==> config.mk <==
export PLATFORM = sky130hd
export DESIGN_NAME = mbr_partition_table_parser_core
export DESIGN_NICKNAME = d
export VERILOG_FILES = /design/src/rtl/mbrpt_pkg.sv /design/src/rtl/mbrpt_sort_cell.sv /design/src/rtl/mbrpt_out_queue.sv /design/src/rtl/mbr_partition_table_parser_core.sv
export VERILOG_INCLUDE_DIRS = /design/src /design/src/rtl
export SDC_FILE = /design/constraint.sdc
export NUM_CORES = 2
export LEC_CHECK = 0
export BUFFER_PORTS_ARGS = -buffer_cell sky130_fd_sc_hd__buf_2
export CORE_MARGIN = 2
export CORE_UTILIZATION = 40
export DETAILED_ROUTE_END_ITERATION = 10
export PLACE_DENSITY = 0.63
export SLEW_MARGIN = 20
export SYNTH_ARGS = -nofsm -noshare
export SYNTH_HDL_FRONTEND = slang
export SYNTH_SLANG_ARGS = --single-unit
export TNS_END_PERCENT = 20
==> constraint.sdc <==
create_clock -name clk -period 9.4 [get_ports clk]
set_input_delay 1.88 -clock clk [delete_from_list [all_inputs] [get_ports clk]]
set_output_delay 1.88 -clock clk [all_outputs]
set_load 0.05 [all_outputs]
==> src/rtl/mbr_partition_table_parser_core_macros.svh <==
// Assertion macros shared by the partition table parser RTL.
`ifndef MBR_PARTITION_TABLE_PARSER_CORE_MACROS_SVH
`define MBR_PARTITION_TABLE_PARSER_CORE_MACROS_SVH

// Same-cycle implication, disabled while in reset.
`define MBRPT_ASSERT_IMP(lbl, clk, rst_n, ante, cons) \
    lbl: assert property (@(posedge clk) disable iff (!rst_n) (ante) |-> (cons)) \
        else $error("mbrpt same-cycle check failed");

// Next-cycle implication, disabled while in reset.
`define MBRPT_ASSERT_NXT(lbl, clk, rst_n, ante, cons) \
    lbl: assert property (@(posedge clk) disable iff (!rst_n) (ante) |=> (cons)) \
        else $error("mbrpt next-cycle check failed");

`endif

==> src/rtl/mbrpt_pkg.sv <==
// Types, constants and helpers for the partition table parser.
`timescale 1ns / 1ps
package mbrpt_pkg;

    localparam int NUM_SLOTS = 4;
    localparam int CNT_W     = 3;
    localparam int POS_W     = 9;

    localparam logic [POS_W-1:0] POS_FIRST = 9'd0;
    localparam logic [POS_W-1:0] POS_FAT1  = 9'd1;
    localparam logic [POS_W-1:0] POS_FAT2  = 9'd2;
    localparam logic [POS_W-1:0] TABLE_OFS = 9'd446;
    localparam logic [POS_W-1:0] SIG_OFS   = 9'd510;
    localparam logic [POS_W-1:0] POS_LAST  = 9'd511;

    localparam logic [3:0] OFF_TYPE   = 4'd4;
    localparam logic [3:0] OFF_START0 = 4'd8;
    localparam logic [3:0] OFF_START3 = 4'd11;
    localparam logic [3:0] OFF_SIZE0  = 4'd12;
    localparam logic [3:0] OFF_SIZE3  = 4'd15;

    localparam logic [7:0] SIG_LO    = 8'h55;
    localparam logic [7:0] SIG_HI    = 8'hAA;
    localparam logic [7:0] FAT_B0    = 8'hEB;
    localparam logic [7:0] FAT_B1    = 8'h58;
    localparam logic [7:0] FAT_B2    = 8'h90;
    localparam logic [7:0] FAT_TYPE  = 8'h01;
    localparam logic [7:0] TYPE_EXT  = 8'h05;
    localparam logic [7:0] TYPE_EXTL = 8'h0F;
    localparam logic [7:0] TYPE_EXTX = 8'h85;

    localparam logic [1:0] FAT_NONE = 2'd0;
    localparam logic [1:0] FAT_M1   = 2'd1;
    localparam logic [1:0] FAT_M2   = 2'd2;
    localparam logic [1:0] FAT_M3   = 2'd3;

    localparam logic [1:0] STATUS_OK      = 2'd0;
    localparam logic [1:0] STATUS_BAD_SIG = 2'd1;
    localparam logic [1:0] STATUS_EMPTY   = 2'd2;

    typedef struct packed {
        logic [7:0]  part_type;
        logic [7:0]  part_id;
        logic [31:0] start_sector;
        logic [31:0] size_sectors;
        logic [31:0] end_sector;
        logic        ext_flag;
    } entry_t;

    typedef struct packed {
        logic       entry_valid;
        logic [1:0] status;
        entry_t     ent;
    } res_t;

    function automatic logic ext_type(input logic [7:0] t);
        return (t == TYPE_EXT) || (t == TYPE_EXTL) || (t == TYPE_EXTX);
    endfunction

endpackage

==> src/rtl/mbrpt_sort_cell.sv <==
// One cell of the insertion-sort row: holds one entry, keyed by start sector.
`timescale 1ns / 1ps
module mbrpt_sort_cell (
    input  logic             clk,
    input  logic             rst_n,
    input  logic             clear,
    input  logic             insert,
    input  mbrpt_pkg::entry_t new_entry,
    input  logic             left_stay,
    input  logic             left_valid,
    input  mbrpt_pkg::entry_t left_entry,
    output logic             stay,
    output logic             valid,
    output mbrpt_pkg::entry_t entry
);
    import mbrpt_pkg::*;

    logic   valid_reg;
    logic   valid_next;
    entry_t entry_reg;
    entry_t entry_next;

    // Keep our entry when it sorts at or before the new one (stable order).
    assign stay = valid_reg && (entry_reg.start_sector <= new_entry.start_sector);

    always_comb
    begin
        valid_next = valid_reg;
        entry_next = entry_reg;
        if (clear)
        begin
            valid_next = 1'b0;
        end
        else if (insert && !stay)
        begin
            if (left_stay)
            begin
                valid_next = 1'b1;
                entry_next = new_entry;
            end
            else
            begin
                // shift right: take the neighbor's entry
                valid_next = left_valid;
                entry_next = left_entry;
            end
        end
    end

    always_ff @(posedge clk or negedge rst_n)
    begin
        if (!rst_n)
        begin
            valid_reg <= 1'b0;
        end
        else
        begin
            valid_reg <= valid_next;
        end
    end

    always_ff @(posedge clk)
    begin
        entry_reg <= entry_next;
    end

    assign valid = valid_reg;
    assign entry = entry_reg;

endmodule

==> src/rtl/mbrpt_out_queue.sv <==
// Result queue: loaded at sector end, drained one result per transfer.
`timescale 1ns / 1ps
module mbrpt_out_queue (
    input  logic                        clk,
    input  logic                        rst_n,
    input  logic                        load,
    input  logic [mbrpt_pkg::CNT_W-1:0] load_cnt,
    input  mbrpt_pkg::res_t             load_res [mbrpt_pkg::NUM_SLOTS],
    input  logic                        pop,
    output logic                        busy,
    output logic                        last,
    output mbrpt_pkg::res_t             head
);
    import mbrpt_pkg::*;

    res_t             q_reg [NUM_SLOTS];
    logic [CNT_W-1:0] cnt_reg;
    logic [CNT_W-1:0] cnt_next;

    always_comb
    begin
        cnt_next = cnt_reg;
        if (load)
        begin
            cnt_next = load_cnt;
        end
        else if (pop && (cnt_reg != '0))
        begin
            cnt_next = cnt_reg - CNT_W'(1);
        end
    end

    always_ff @(posedge clk or negedge rst_n)
    begin
        if (!rst_n)
        begin
            cnt_reg <= '0;
        end
        else
        begin
            cnt_reg <= cnt_next;
        end
    end

    // Advance the row toward the head on each transfer.
    always_ff @(posedge clk)
    begin
        if (load)
        begin
            q_reg <= load_res;
        end
        else if (pop)
        begin
            for (int i = 0; i < NUM_SLOTS - 1; i++)
            begin
                q_reg[i] <= q_reg[i+1];
            end
        end
    end

    assign busy = (cnt_reg != '0);
    assign last = (cnt_reg == CNT_W'(1));
    assign head = q_reg[0];

endmodule

==> src/rtl/mbr_partition_table_parser_core.sv <==
// Top level: boot sector byte stream in, sorted partition entries out.
// Throughput: one sector byte per cycle while s_tready is high, sectors back to back.
// Latency: the first result is offered the cycle after byte 511 transfers,
// then up to three more results follow at one per cycle as the sink takes them.
// Byte 511 waits only while the previous sector's results are still queued.
// Reset (rst_n low, asynchronous) clears the byte position, the sort row and the queue.
`timescale 1ns / 1ps
`include "mbr_partition_table_parser_core_macros.svh"
module mbr_partition_table_parser_core (
    input  logic         clk,
    input  logic         rst_n,
    input  logic         s_tvalid,
    output logic         s_tready,
    input  logic [47:0]  s_tdata,   // sector_byte[7:0], sector_base[39:8], first_id[47:40]
    input  logic         s_tuser,   // is_logical[0]
    output logic         m_tvalid,
    input  logic         m_tready,
    output logic [119:0] m_tdata,   // part_type[7:0], part_id[15:8], start_sector[47:16],
                                    // size_sectors[79:48], end_sector[111:80],
                                    // ext_flag[112], zero[119:113]
    output logic [2:0]   m_tuser,   // entry_valid[0], status[2:1]
    output logic         m_tlast
);
    import mbrpt_pkg::*;

    logic [POS_W-1:0] pos_reg;
    logic             mode_reg;
    logic [31:0]      base_reg;
    logic [7:0]       lognum_reg;
    logic [1:0]       fat_reg;
    logic [7:0]       sig_reg;
    logic [7:0]       type_reg;
    logic [31:0]      start_reg;
    logic [23:0]      size_reg;
    logic [31:0]      ps_reg;

    logic             s_fire;
    logic [7:0]       b;
    logic             in_table;
    logic [POS_W-1:0] rel;
    logic [3:0]       off;
    logic [1:0]       slot;
    logic [31:0]      size_full;
    logic             entry_empty;
    logic             insert;
    logic             finish;
    logic             type_ext;
    entry_t           new_entry;

    logic             cell_stay  [NUM_SLOTS];
    logic             cell_valid [NUM_SLOTS];
    entry_t           cell_entry [NUM_SLOTS];
    logic [NUM_SLOTS-1:0] valid_vec;

    res_t             load_res [NUM_SLOTS];
    logic [CNT_W-1:0] load_cnt;
    logic             q_busy;
    logic             q_last;
    res_t             q_head;

    assign b        = s_tdata[7:0];
    assign s_tready = !((pos_reg == POS_LAST) && q_busy);
    assign s_fire   = s_tvalid && s_tready;
    assign finish   = s_fire && (pos_reg == POS_LAST);

    assign in_table = (pos_reg >= TABLE_OFS) && (pos_reg < SIG_OFS);
    assign rel      = pos_reg - TABLE_OFS;
    assign off      = rel[3:0];
    assign slot     = rel[5:4];
    assign type_ext = ext_type(type_reg);

    assign size_full   = {b, size_reg};
    assign entry_empty = (type_reg == '0) && (start_reg == '0) && (size_full == '0);
    assign insert      = s_fire && in_table && (off == OFF_SIZE3) && !entry_empty;

    always_comb
    begin
        new_entry.part_type    = type_reg;
        new_entry.start_sector = ps_reg;
        new_entry.size_sectors = size_full;
        new_entry.end_sector   = ps_reg + size_full;
        new_entry.ext_flag     = type_ext;
        if (!mode_reg)
        begin
            new_entry.part_id = 8'(slot) + 8'd1;
        end
        else if (type_ext)
        begin
            new_entry.part_id = 8'd0;
        end
        else
        begin
            new_entry.part_id = lognum_reg;
        end
    end

    // Byte position and per-sector header state.
    always_ff @(posedge clk or negedge rst_n)
    begin
        if (!rst_n)
        begin
            pos_reg    <= '0;
            mode_reg   <= 1'b0;
            base_reg   <= '0;
            lognum_reg <= '0;
            fat_reg    <= FAT_NONE;
            sig_reg    <= '0;
        end
        else if (s_fire)
        begin
            pos_reg <= pos_reg + POS_W'(1);
            if (pos_reg == POS_FIRST)
            begin
                mode_reg   <= s_tuser;
                base_reg   <= s_tdata[39:8];
                lognum_reg <= s_tdata[47:40];
                fat_reg    <= (b == FAT_B0) ? FAT_M1 : FAT_NONE;
            end
            else if (pos_reg == POS_FAT1)
            begin
                fat_reg <= ((fat_reg == FAT_M1) && (b == FAT_B1)) ? FAT_M2 : FAT_NONE;
            end
            else if (pos_reg == POS_FAT2)
            begin
                fat_reg <= ((fat_reg == FAT_M2) && (b == FAT_B2)) ? FAT_M3 : FAT_NONE;
            end
            if (pos_reg == SIG_OFS)
            begin
                sig_reg <= b;
            end
        end
    end

    // Assemble the current table entry; the sort key is formed once start is complete.
    always_ff @(posedge clk)
    begin
        if (s_fire && in_table)
        begin
            if (off == OFF_TYPE)
            begin
                type_reg <= b;
            end
            if ((off >= OFF_START0) && (off <= OFF_START3))
            begin
                start_reg <= {b, start_reg[31:8]};
            end
            if (off == OFF_SIZE0)
            begin
                ps_reg <= (mode_reg && !type_ext) ? (start_reg + base_reg) : start_reg;
            end
            if ((off >= OFF_SIZE0) && (off < OFF_SIZE3))
            begin
                size_reg <= {b, size_reg[23:8]};
            end
        end
    end

    for (genvar i = 0; i < NUM_SLOTS; i++)
    begin : g_cell
        if (i == 0)
        begin : g_head
            mbrpt_sort_cell u_cell (
                .clk        (clk),
                .rst_n      (rst_n),
                .clear      (finish),
                .insert     (insert),
                .new_entry  (new_entry),
                .left_stay  (1'b1),
                .left_valid (1'b0),
                .left_entry (new_entry),
                .stay       (cell_stay[i]),
                .valid      (cell_valid[i]),
                .entry      (cell_entry[i])
            );
        end
        else
        begin : g_body
            mbrpt_sort_cell u_cell (
                .clk        (clk),
                .rst_n      (rst_n),
                .clear      (finish),
                .insert     (insert),
                .new_entry  (new_entry),
                .left_stay  (cell_stay[i-1]),
                .left_valid (cell_valid[i-1]),
                .left_entry (cell_entry[i-1]),
                .stay       (cell_stay[i]),
                .valid      (cell_valid[i]),
                .entry      (cell_entry[i])
            );
        end
        assign valid_vec[i] = cell_valid[i];
    end

    // Results for the sector end: special cases collapse to a single result.
    always_comb
    begin
        for (int i = 0; i < NUM_SLOTS; i++)
        begin
            load_res[i].entry_valid = 1'b1;
            load_res[i].status      = STATUS_OK;
            load_res[i].ent         = cell_entry[i];
        end
        load_cnt = CNT_W'($countones(valid_vec));
        priority if (!mode_reg && ((sig_reg != SIG_LO) || (b != SIG_HI)))
        begin
            load_res[0]        = '0;
            load_res[0].status = STATUS_BAD_SIG;
            load_cnt           = CNT_W'(1);
        end
        else if (!mode_reg && (fat_reg == FAT_M3))
        begin
            load_res[0]               = '0;
            load_res[0].entry_valid   = 1'b1;
            load_res[0].status        = STATUS_OK;
            load_res[0].ent.part_type = FAT_TYPE;
            load_res[0].ent.part_id   = 8'd1;
            load_cnt                  = CNT_W'(1);
        end
        else if (valid_vec == '0)
        begin
            load_res[0]        = '0;
            load_res[0].status = STATUS_EMPTY;
            load_cnt           = CNT_W'(1);
        end
        else
        begin
            load_cnt = CNT_W'($countones(valid_vec));
        end
    end

    mbrpt_out_queue u_queue (
        .clk      (clk),
        .rst_n    (rst_n),
        .load     (finish),
        .load_cnt (load_cnt),
        .load_res (load_res),
        .pop      (m_tready),
        .busy     (q_busy),
        .last     (q_last),
        .head     (q_head)
    );

    assign m_tvalid = q_busy;
    assign m_tlast  = q_last;
    assign m_tuser  = {q_head.status, q_head.entry_valid};
    assign m_tdata  = {7'b0, q_head.ent.ext_flag, q_head.ent.end_sector,
                       q_head.ent.size_sectors, q_head.ent.start_sector,
                       q_head.ent.part_id, q_head.ent.part_type};

    `MBRPT_ASSERT_IMP(a_load_empty, clk, rst_n, finish, !q_busy)
    `MBRPT_ASSERT_NXT(a_result_follows, clk, rst_n, finish, m_tvalid)
    `MBRPT_ASSERT_IMP(a_row_prefix, clk, rst_n, cell_valid[1], cell_valid[0])
    `MBRPT_ASSERT_IMP(a_row_sorted, clk, rst_n, cell_valid[1] && cell_valid[0], cell_entry[0].start_sector <= cell_entry[1].start_sector)

endmodule

==> flow_summary.json <==
{
  "cts_root_buf": "clkbuf_16",
  "timing.final.crit_share_pct": 60.7,
  "worst_voltage_drop_across_the_vdd_grid_v": 0.000174,
  "crit_path_frequent_cell": "nand2_1",
  "dpl.cell_count": 5144,
  "io_pins": 179,
  "crit_chain": "buf_2 > a21boi_1 > nand3_1 > nor3b_1 > nand2_1 > nor2_1 > o311a_2 > nand2_1 > a21oi_4 > buf_4",
  "antenna_found_initial": 4,
  "netlist_instances": 3561,
  "routabilityCongestion": 0.877,
  "slew-limit-headroom_pct": 27.0,
  "hold_violations": 0,
  "stdcell_count": 5353,
  "synthArstFlopShare_pct": 6.26,
  "maximum_capacitance_violations": 0,
  "p_seq_share_pct": 49.6,
  "mostFrequentLayoutCell": "edfxtp_1",
  "final_cell_area_sq_mm": 0.0542,
  "dr.pass1.iters": 6,
  "slew_viol_final": 0,
  "globalRouteTotalUtil_pct": 18.8,
  "dpl_cell_area_sq_mm": 0.0506,
  "worstSetupEndpointType": "flop",
  "crit_family": "compound AO/OA/AOI/OAI gates",
  "run_status": "completed",
  "start_util_pct": 40.2,
  "timing.critical_path.buf_inv": 2,
  "floorplan_row_count": 128,
  "critical_path_arrival_ps": 6010,
  "cts_post_setup_buffers_inserted": 0,
  "vias": 28429,
  "worst_clock_skew_ps": 22.9,
  "post_detailed_route_drc_marker_count": 0,
  "fp.dieArea_sq_mm": 0.125,
  "worstMarginPinSlew_ps": 1090,
  "power.density_mw_per_mm2": 204,
  "post_cts_resize_count": 0,
  "internal_power_mw": 8.34,
  "worstPathMaxFanout": 56,
  "power_frac_clock_pct": 39.5,
  "fillCellCount": 10993,
  "min_path_type": "flop to flop",
  "most_used_cells_in_the_layout_excluding_fill_and_tap_cells": "edfxtp_1 (1,003), nand2_1 (799), mux2_2 (355)",
  "worst-r2r-setup-slack_ps": 3900,
  "fin_util_pct": 44.6,
  "layout_min_cycle_time_ps": 5710,
  "grt_pass1_wl_microns": 180000,
  "via_per_inst": 5.31,
  "placeable_area_sq_mm": 0.121,
  "drive_gt1_share_pct": 21.1,
  "grt_max_degree": 135,
  "ctsLongestPathBuffers": 3,
  "port_buffers": 171,
  "clock_sink_count": 1070,
  "grt_setup_unrepaired": "false",
  "max_freq_mhz": 175,
  "path_class": "input pin to flop",
  "drt-initial-drc-count": 2621,
  "critical-path-slowest-cell": "buf_4",
  "first_global_vias": 27894,
  "clock_tree_from_tritoncts": "done",
  "static-leakage-power_nw": 20.5,
  "post_cts_hold_buffer_count": 0,
  "dpl.hpwl_microns": 77800,
  "mappedNetlistArea_sq_mm": 0.0488,
  "postSynthRegisterBits": 1070,
  "clock_insertion_delay_worst_skew_ps": 690,
  "detail_route.wl_per_cell_microns": 22.3,
  "pwr-share-comb_pct": 10.9,
  "synthToLayoutAreaGrowth_pct": 11.1,
  "number_of_synthesized_flops_with_an_enable_pin": 1003,
  "sequential_share_of_the_synthesized_area_pct": 65.2,
  "n_antenna_cell": 0,
  "die-height_microns": 353,
  "yosys_warnings": 0,
  "chipWidth_microns": 353,
  "yosys_most_used_dff": "edfxtp_1",
  "h-tree-depth": 3,
  "timing.critical_path.required_ps": 9700,
  "yosys.cell_types.count": 87,
  "grt_remaining_overflow": 0,
  "route.final.wire_length_microns": 119000,
  "slowest_delay_ps": 860,
  "power.net_switching_mw": 2.74,
  "tns_ps": 0,
  "syn_avg_cell_area_sq_um": 13.7,
  "tritoncts.num_buffers": 111,
  "power_switching_share_pct": 24.7,
  "clk_transition_reported_paths_ps": 60,
  "drtAntennaViolNets": 0,
  "finish_stage_setup_viols": 0,
  "nets": 3891,
  "critical_path.startpoint_type": "input pin"
}
## final cells by class
| cell class | instances | area, sq um | share of cell area (%) |
|---|---|---|---|
| repair buffers | 214 | 1190 | 2.20 |
| inverters | 66 | 255 | 0.471 |
| clock buffers | 142 | 2980 | 5.50 |
| clock inverters | 67 | 624 | 1.15 |
| flip-flops and latches | 1070 | 31800 | 58.7 |
| well taps | 1625 | 2030 | 3.75 |
| multi-input cells | 2169 | 15300 | 28.3 |
## power by group through the flow
stage                     registers [mW]  clock network, mW  logic [mW]
after floorplan                     5.54                  0       0.934
after global placement              5.60                  0        1.18
after detailed placement            5.60                  0        1.19
after CTS                           5.50               4.46        1.20
after global routing                5.51               4.65        1.33
final                               5.50               4.38        1.20
## final timing paths
check | startpoint | to | cells after the start
max in group asynchronous | rst_n | base_reg[4] | 1
hold / removal | g_cell[3].g_body.u_cell.entry[61] | u_queue.q_reg[61] | 0
min in group asynchronous | rst_n | lognum_reg[5] | 1
setup / recovery | s_tvalid | g_cell[1].g_body.u_cell.entry[23] | 10
hold reg to reg | g_cell[3].g_body.u_cell.entry[61] | u_queue.q_reg[61] | 0
setup reg to reg | pos_reg[3] | g_cell[1].g_body.u_cell.entry[23] | 12
## through the flow
step	hold WS, ps	worst slack, ps	total power [mW]
global placement	400	3090	6.78
floorplan	400	187	6.48
detailed placement	405	3050	6.79
finish	408	3690	11.1
global route	420	3400	11.5
CTS	401	3750	11.2
## routing by layer
layer,part of all wire (%),vias to the layer above,global-route usage [%]
met5,0.014,-,0
met4,2.7,2,5.24
met1,46,14237,26.9
met3,5.4,178,2.73
li1,-,13225,-
met2,46,787,30.0
## synth_stat cells (4+ instances only)
cell	count	share of area (%)
edfxtp_1	1003	62
nand2_1	801	6.2
mux2_2	355	8.2
ha_1	203	5.2
buf_4	137	2.1
a22o_1	110	2.0
o21ai_0	98	1.0
a21oi_1	97	0.99
clkbuf_1	90	0.69
a21o_1	79	1.2
dfrtp_1	67	3.4
inv_1	65	0.50
nor2_1	56	0.43
nand4_1	43	0.55
xnor2_1	35	0.63
buf_2	32	0.33
xor2_1	26	0.47
nand3_1	24	0.25
nor4_1	20	0.26
o21a_1	13	0.20
nor2b_1	12	0.15
nand2b_1	11	0.14
nor3_1	11	0.11
o31ai_1	11	0.17
and2_1	9	0.12
o211ai_1	9	0.14
o21bai_1	9	0.14
a31oi_1	8	0.10
a21oi_2	7	0.13
o22ai_1	7	0.090
a211oi_1	6	0.092
and3_1	6	0.077
and4_1	5	0.090
mux2_1	5	0.12
o21ai_1	5	0.051
nor3b_1	4	0.062
or2_2	4	0.051
xnor2_2	4	0.13
## cell families (layout without fill, tap and decap cells)
logic type                 Yosys count  in the layout  share of synthesized area [%]
AOI/OAI and AO/OA                  506            506                           7.48
xor gates and xnor gates            65             65                           1.23
adders and majority gates          206            206                           5.33
buffers and inverters              328            489                           3.67
DFF                               1070           1070                           65.2
muxes                              360            360                           8.31
other                                1              7                        0.00769
and+or+nand+nor                   1025           1025                           8.81
No activity file was read; power rests on OpenSTA's default activity.
